<file path="src/hw/rtl/bpm_pkg.sv">
// Package for the bracket pair matcher: character codes, bracket kinds,
// the per-cell command struct and parameter defaults. No dependencies.
package bpm_pkg;

   localparam int STACK_DEPTH_DEF = 64;
   localparam int ROW_BITS_DEF    = 16;
   localparam int COL_BITS_DEF    = 12;

   localparam logic [7:0] CH_LROUND  = 8'h28;
   localparam logic [7:0] CH_RROUND  = 8'h29;
   localparam logic [7:0] CH_LCURLY  = 8'h7b;
   localparam logic [7:0] CH_RCURLY  = 8'h7d;
   localparam logic [7:0] CH_LSQUARE = 8'h5b;
   localparam logic [7:0] CH_RSQUARE = 8'h5d;
   localparam logic [7:0] CH_SPACE   = 8'h20;
   localparam logic [7:0] CH_TAB     = 8'h09;
   localparam logic [7:0] CH_AT      = 8'h40;

   localparam logic [1:0] KIND_ROUND  = 2'd0;
   localparam logic [1:0] KIND_CURLY  = 2'd1;
   localparam logic [1:0] KIND_SQUARE = 2'd2;
   localparam logic [1:0] KIND_DOUBLE = 2'd3;

   localparam logic [1:0] LEN_SINGLE = 2'd1;
   localparam logic [1:0] LEN_DOUBLE = 2'd2;

   typedef struct packed {
      logic push;
      logic pop;
      logic set_nb;
   } cell_op_type;

endpackage

</file>
<file path="src/hw/rtl/bpm_cell.sv">
// One stack cell of the bracket pair matcher: holds a single frame and
// shifts it to or from its neighbours. Depends on bpm_pkg.
module bpm_cell #(
   parameter int FRAME_W = bpm_pkg::ROW_BITS_DEF + bpm_pkg::COL_BITS_DEF + 3
) (
   input  logic                 clock,
   input  bpm_pkg::cell_op_type op,
   input  logic [FRAME_W-1:0]   above,
   input  logic [FRAME_W-1:0]   below,
   output logic [FRAME_W-1:0]   frame
);
   import bpm_pkg::*;

   logic [FRAME_W-1:0] frame_ff;
   logic [FRAME_W-1:0] frame_in;

   // bit 0 is the non-blank mark
   always_comb begin
      frame_in = frame_ff;
      if (op.push) begin
         frame_in = above;
      end else if (op.pop) begin
         frame_in = below;
      end
      frame_in[0] = frame_in[0] | op.set_nb;
   end

   always_ff @(posedge clock) begin
      frame_ff <= frame_in;
   end

   assign frame = frame_ff;

endmodule

</file>
<file path="src/hw/rtl/bracket_pair_matcher.sv">
// Bracket pair matcher: stack of open brackets as a chain of shifting cells.
// The result is registered; the top cell and count decide each step.
// Throughput: one character per cycle unless an untaken result stalls input.
// Reset clears stack count, skip, overflow and rsp valid; cells are not reset.
// Depends on bpm_pkg and bpm_cell.
module bracket_pair_matcher #(
   parameter int STACK_DEPTH = bpm_pkg::STACK_DEPTH_DEF,
   parameter int ROW_BITS    = bpm_pkg::ROW_BITS_DEF,
   parameter int COL_BITS    = bpm_pkg::COL_BITS_DEF,
   localparam int REQ_W = ((ROW_BITS + COL_BITS + 17 + 7) / 8) * 8,
   localparam int RSP_W = ((2 * ROW_BITS + 2 * COL_BITS + 5 + 7) / 8) * 8
) (
   input  logic             clock,
   input  logic             reset,
   input  logic             req_tvalid,
   output logic             req_tready,
   input  logic [REQ_W-1:0] req_tdata,  // row, col, ch, next_ch, has_next, zero pad
   input  logic [0:0]       req_tuser,  // start_of_text
   output logic             rsp_tvalid,
   input  logic             rsp_tready,
   output logic [RSP_W-1:0] rsp_tdata,  // open_row, open_col, open_len, close_row,
                                        // close_col, close_len, overflowed, zero pad
   output logic [1:0]       rsp_tuser   // pair_kind
);
   import bpm_pkg::*;

   localparam int FRAME_W = ROW_BITS + COL_BITS + 3;
   localparam int CNT_W   = $clog2(STACK_DEPTH + 1);
   localparam int PAY_W   = 2 * ROW_BITS + 2 * COL_BITS + 5;

   logic                accept;
   logic                sot;
   logic [ROW_BITS-1:0] row;
   logic [COL_BITS-1:0] col;
   logic [7:0]          ch;
   logic [7:0]          nx;
   logic                hn;

   logic [CNT_W-1:0] cnt_ff, cnt_in, cnt0;
   logic             skip_ff, skip_in, skip0;
   logic             ovf_ff, ovf_in, ovf0;

   logic [FRAME_W-1:0]  frames [STACK_DEPTH];
   logic [FRAME_W-1:0]  new_frame;
   logic [ROW_BITS-1:0] top_row;
   logic [COL_BITS-1:0] top_col;
   logic [1:0]          top_kind;
   logic                top_nb;
   logic                not_empty;

   logic       do_push, do_pop, do_mark, emit;
   logic [1:0] push_kind, want_kind, close_len;

   logic             rsp_valid_ff, rsp_valid_in;
   logic [PAY_W-1:0] rsp_data_ff, rsp_data_in;
   logic [1:0]       rsp_kind_ff, rsp_kind_in;

   assign req_tready = !rsp_valid_ff || rsp_tready;
   assign accept     = req_tvalid && req_tready;

   assign row = req_tdata[ROW_BITS-1:0];
   assign col = req_tdata[ROW_BITS +: COL_BITS];
   assign ch  = req_tdata[ROW_BITS + COL_BITS +: 8];
   assign nx  = req_tdata[ROW_BITS + COL_BITS + 8 +: 8];
   assign hn  = req_tdata[ROW_BITS + COL_BITS + 16];
   assign sot = req_tuser[0];

   assign top_row  = frames[0][FRAME_W-1 -: ROW_BITS];
   assign top_col  = frames[0][COL_BITS+2:3];
   assign top_kind = frames[0][2:1];
   assign top_nb   = frames[0][0];

   assign cnt0      = sot ? '0 : cnt_ff;
   assign skip0     = sot ? 1'b0 : skip_ff;
   assign ovf0      = sot ? 1'b0 : ovf_ff;
   assign not_empty = (cnt0 != '0);

   always_comb begin
      do_push   = 1'b0;
      do_pop    = 1'b0;
      do_mark   = 1'b0;
      push_kind = KIND_ROUND;
      want_kind = KIND_ROUND;
      close_len = LEN_SINGLE;
      skip_in   = 1'b0;
      if (!skip0) begin
         if (ch == CH_LSQUARE && hn && nx == CH_LSQUARE) begin
            do_push   = 1'b1;
            push_kind = KIND_DOUBLE;
            skip_in   = 1'b1;
         end else if (ch == CH_RSQUARE && hn && nx == CH_RSQUARE && not_empty
                      && top_kind == KIND_DOUBLE) begin
            do_pop    = 1'b1;
            close_len = LEN_DOUBLE;
            skip_in   = 1'b1;
         end else if (ch == CH_LROUND) begin
            do_push   = 1'b1;
            push_kind = KIND_ROUND;
         end else if (ch == CH_LCURLY) begin
            do_push   = 1'b1;
            push_kind = KIND_CURLY;
         end else if (ch == CH_LSQUARE) begin
            do_push   = 1'b1;
            push_kind = KIND_SQUARE;
         end else if (ch == CH_RROUND || ch == CH_RCURLY || ch == CH_RSQUARE) begin
            if (ch == CH_RROUND) begin
               want_kind = KIND_ROUND;
            end else if (ch == CH_RCURLY) begin
               want_kind = KIND_CURLY;
            end else begin
               want_kind = KIND_SQUARE;
            end
            if (not_empty && top_kind == want_kind) begin
               do_pop = 1'b1;
            end else begin
               do_mark = 1'b1;
            end
         end else if (ch != CH_SPACE && ch != CH_TAB && ch != CH_AT) begin
            do_mark = 1'b1;
         end
      end
      // full stack: push dropped, top still marked
      ovf_in = ovf0;
      if (do_push && cnt0 == CNT_W'(STACK_DEPTH)) begin
         do_push = 1'b0;
         do_mark = 1'b1;
         ovf_in  = 1'b1;
      end
      cnt_in = cnt0;
      if (do_push) begin
         cnt_in = cnt0 + CNT_W'(1);
      end else if (do_pop) begin
         cnt_in = cnt0 - CNT_W'(1);
      end
      emit = do_pop && (top_row != row || top_nb);
   end

   assign new_frame = {row, col, push_kind, 1'b0};

   genvar gi;
   generate
      for (gi = 0; gi < STACK_DEPTH; gi++) begin : g_cell
         cell_op_type        op;
         logic [FRAME_W-1:0] above;
         logic [FRAME_W-1:0] below;

         assign op.push = accept && do_push;
         assign op.pop  = accept && do_pop;
         if (gi == 0) begin : g_top
            assign op.set_nb = accept && (do_mark || do_pop);
            assign above     = new_frame;
         end else if (gi == 1) begin : g_second
            assign op.set_nb = accept && do_push;
            assign above     = frames[gi-1];
         end else begin : g_rest
            assign op.set_nb = 1'b0;
            assign above     = frames[gi-1];
         end
         if (gi == STACK_DEPTH - 1) begin : g_last
            assign below = frames[gi];
         end else begin : g_mid
            assign below = frames[gi+1];
         end

         bpm_cell #(
            .FRAME_W(FRAME_W)
         ) u_cell (
            .clock(clock),
            .op   (op),
            .above(above),
            .below(below),
            .frame(frames[gi])
         );
      end
   endgenerate

   always_ff @(posedge clock) begin
      if (reset) begin
         cnt_ff  <= '0;
         skip_ff <= 1'b0;
         ovf_ff  <= 1'b0;
      end else if (accept) begin
         cnt_ff  <= cnt_in;
         skip_ff <= skip_in;
         ovf_ff  <= ovf_in;
      end
   end

   always_comb begin
      rsp_valid_in = rsp_valid_ff;
      rsp_data_in  = rsp_data_ff;
      rsp_kind_in  = rsp_kind_ff;
      if (accept) begin
         rsp_valid_in = emit;
         rsp_data_in  = {ovf_in, close_len, col, row,
                         (top_kind == KIND_DOUBLE) ? LEN_DOUBLE : LEN_SINGLE,
                         top_col, top_row};
         rsp_kind_in  = top_kind;
      end else if (rsp_tready) begin
         rsp_valid_in = 1'b0;
      end
   end

   always_ff @(posedge clock) begin
      if (reset) begin
         rsp_valid_ff <= 1'b0;
      end else begin
         rsp_valid_ff <= rsp_valid_in;
      end
   end

   always_ff @(posedge clock) begin
      rsp_data_ff <= rsp_data_in;
      rsp_kind_ff <= rsp_kind_in;
   end

   assign rsp_tvalid = rsp_valid_ff;
   assign rsp_tdata  = {{(RSP_W - PAY_W){1'b0}}, rsp_data_ff};
   assign rsp_tuser  = rsp_kind_ff;

endmodule

</file>
<file path="config.mk">
export PLATFORM = sky130hd
export DESIGN_NAME = bracket_pair_matcher
export DESIGN_NICKNAME = d
export VERILOG_FILES = /design/src/hw/rtl/bpm_pkg.sv /design/src/hw/rtl/bpm_cell.sv /design/src/hw/rtl/bracket_pair_matcher.sv
export SDC_FILE = /design/constraint.sdc
export NUM_CORES = 2
export LEC_CHECK = 0
export BUFFER_PORTS_ARGS = -buffer_cell sky130_fd_sc_hd__buf_2
export CAP_MARGIN = 10
export CORE_ASPECT_RATIO = 1.75
export CORE_MARGIN = 8
export CORE_UTILIZATION = 51
export CTS_BUF_LIST = sky130_fd_sc_hd__clkbuf_2 sky130_fd_sc_hd__clkbuf_4 sky130_fd_sc_hd__clkbuf_8
export CTS_CLUSTER_DIAMETER = 40
export DETAILED_ROUTE_END_ITERATION = 12
export PLACE_DENSITY = 0.77
export SETUP_SLACK_MARGIN = 0.4
export SYNTH_ARGS = -nofsm -noshare
export SYNTH_HDL_FRONTEND = slang
export SYNTH_SLANG_ARGS = --single-unit
</file>
<file path="constraint.sdc">
create_clock -name clock -period 190 [get_ports clock]
set_input_delay 38 -clock clock [delete_from_list [all_inputs] [get_ports clock]]
set_output_delay 38 -clock clock [all_outputs]
set_load 0.05 [all_outputs]
</file>
==> summary.md <==
| Metric | Value |
|---|---|
| Status | finished clean |
| Crit path DAT | 38470 ps |
| Antenna Violating Nets Remaining | 0 |
| Internal | 649.9 uW |
| Top-Level Pins | 121 |
| Drt wl/cell | between 10 and 15 um |
| Worst-Skew Late Latency | ~870 ps |
| Async S/R FF share, synth | 0 |
| XOR/XNOR Fraction of Synth Area | 0.001754 |
| GPL Wtd Cong | 0.7605 |
| Clk slew on worst S/H paths | 70 ps |
| CP dominant cell by count | buf_2 |
| Post-CTS Setup Repair Bufs | 0 |
| Die height | approximately 560 um |
| Psw | between 150 and 200 uW |
| First-pass DRT Iterations | 5 |
| Rows | slightly below 200 |
| Vias | 54100 |
| Power Density | 8.949 nW/um2 |
| Total core area | about 170000 um2 |
| CP max stage cell | buf_2 |
| Fin Clk Skew | 91.46 ps |
| Drt total wl | roughly 140000 um |
| Post_cts resized | 0 |
| Post-Synth Adder-Cell Area | 0.0002948 |
| Simple-gate share of the synthesized area | 0.2479 |
| Leakage | roughly 37 nW |
| Via-to-Cell Ratio | 5.132 |
| CP Class | in -> out |
| Count of different cell masters after synthesis | between 50 and 60 |
| Ranking of synthesized cells by area | edfxtp_1 70%, nand2_1 24%, buf_6 1.5%, buf_2 1.3%, a22o_1 0.62% |
| GRT overflow | 0 |
| Clk pwr share | 0.400 |
| First-pass GRT wire length | 245000 um |
| R2r setup slk | 182760 ps |
| Hold Buf Count CTS | 0 |
| Required @ worst endpoint | 152000 ps |
| CP endpoint kind | output pin |
| Leading cell type in the layout, fill and taps excluded | nand2_1 |
| Min-Delay Path Class | reg -> reg |
| Top_reg_cell synth | edfxtp_1 |
| Layout cells sized above 1 | 0.07039 |
| Crit-path cells | buf_2 > nand2b_1 > buf_2 |
| DR DRC count | 0 |
| Final hold viol count | 0 |
| Nets | approximately 8000 |
| Power share of the combinational group | 0.011 |
| Initial core utilization | 0.5121 |
| Worst IR Drop VDD | 0.008574 mV |
| Pin count of the biggest net entering global routing | 304 |
| CTS Buf Count | 278 |
| WHS | 440.5 ps |
| Worst Path Max Fanout | 3 |
| Largest stage delay on the critical path | between 200 and 300 ps |
| Relative slew margins | 0.1036 |
| Max-Cap Viols | 0 |
| Die ar. | roughly 180000 um2 |
| PortBufs | roughly 110 |
| Register bit total from synthesis | 1994 |
| EDFF count, synth | 1983 |
| Initial antenna violation count | 3 |
| Syn avg cell area | roughly 10 um2 |
| DP Wirelength | roughly 80000 um |
| Final setup fails | 0 |
| Final Max Tran Viols | 0 |
| Vias in the first global route | between 50000 and 60000 |
| Seq/Total Area, Yosys | 0.7041 |
| Setup TNS | 0 ps |
| Largest family of logic cells by synthesized area | simple AND/OR/NAND/NOR gates |
| Min Tclk post-route | 76480 ps |
| Max H-tree Level | 5 |
| Compound-cell area share of the yosys netlist | 0.01008 |
| Final period util | 0.4025 |
| Sequential fraction of design power | 0.589 |
| Slew at the pin closest to its max-slew limit | 1345 ps |
| Post-Syn Instances | 8144 |
| Iter 0 DRT Violations | 5163 |
| Startpoint Class | input pin |
| Root buf cell | clkbuf_8 |
| RSZ-0062 raised after global routing | no |
| Most frequent cells in the layout | 5506 x nand2_1, 1983 x edfxtp_1, 290 x clkbuf_8 |
| Die width | 324.4 um |
| F_max | around 13 MHz |
| Clock sink total | 1994 |
| Gr usage total | 0.1522 |
| Post-synth design cell area | 84880 um2 |
| Largest area contributor in the netlist | edfxtp_1 |
| Mux contribution to synthesized area | 0.0002506 |
| CTS Buffer Depth | 4 |
| Switch share | 0.2023 |
| CTS tree | yes |
| Area grow syn2layout | 7.267% |
| Yosys warnings | 0 |
| Post-synth top area share | 0.7015 |
state kept, by name (all words and copies together), names as in the netlist:
name	count
ovf_ff	1
rsp_tuser	2
g_cell.u_cell.frame	1921
skip_ff	1
cnt_ff	7
rsp_tvalid	1
rsp_data_ff	61
power groups by stage:
| stage | Sequential, mW | Clock [mW] | Combinational, mW |
|---|---|---|---|
| finish | 0.480 | 0.326 | 0.00911 |
| CTS | 0.480 | 0.337 | 0.00920 |
| global placement | 0.489 | 0 | 0.00889 |
| floorplan | 0.502 | 0 | 0.00473 |
| global route | 0.480 | 0.353 | 0.0100 |
| detailed placement | 0.489 | 0 | 0.00918 |
kinds of logic after synthesis:
group                    after synthesis
AND/OR/NAND/NOR                     5565
flip-flops                          1994
buffers and inverters                455
AO/OA/AOI/OAI                        108
XOR/XNOR                              17
adder cells (fa/ha/maj)                2
multiplexers                           2
other                                  1
synth_stat cells (2+ instances only):
cell type     n
nand2_1    5506
edfxtp_1   1983
buf_2       227
buf_6       111
clkbuf_1     61
a22o_1       60
buf_4        46
xor2_1       16
a21oi_1      14
dfxtp_1      11
nor3_1        9
inv_1         8
nor2_1        6
nor4_1        6
nand4_1       5
nand4b_1      5
nor2b_1       5
o21ai_0       5
or4_1         4
a211o_1       3
a211oi_1      3
a31oi_1       3
a32oi_1       3
and2_1        3
nand2b_1      3
nand3_1       3
nand3b_1      3
o211ai_1      3
a221oi_1      2
ha_1          2
o21bai_1      2
o31ai_1       2
metal layers:
metal,vias up,part of all wire,track usage
met1,26270,0.42,0.1914
met4,0,0.023,0.04946
met3,260,0.041,0.02383
met5,-,0,0
met2,1086,0.51,0.2693
li1,26480,-,-
critical path, delay by kind of cell:
family,cells,cell delay (ps)
buf+inv,2,350
simple gates,1,130
metrics by stage:
step	worst slack (ps)	util	total power, mW	instances	area [um2]
floorplan	6193	-	0.5065	8146	84890
global placement	113530	0.5173	0.4983	10070	85740
detailed placement	113530	0.5173	0.4987	10070	85740
CTS	113530	0.5493	0.8257	10540	91040
global route	113510	0.5494	0.8426	10540	91050
finish	113530	0.5494	0.8148	10540	91050
worst paths after layout:
path | from | to | depth (start not counted)
worst max register to register | g_cell[0].u_cell.frame[1] | g_cell[51].u_cell.frame[9] | 10
worst max-delay path | rsp_tready | req_tready | 3
worst min-delay path | g_cell[62].u_cell.frame[14] | g_cell[63].u_cell.frame[14] | 0
worst min register to register | g_cell[62].u_cell.frame[14] | g_cell[63].u_cell.frame[14] | 0
final cells by class:
cell class              instances  area, um2
diodes                          3      7.507
inverters                       9      50.05
clock inverters               105      719.4
clock buffers                 369       4584
multi-input cells            5697      22130
repair buffers                165       1041
well taps                    2200       2753
fillers                     13820      74690
flip-flops and latches       1994      59770
(Power assumes the default switching activity.)
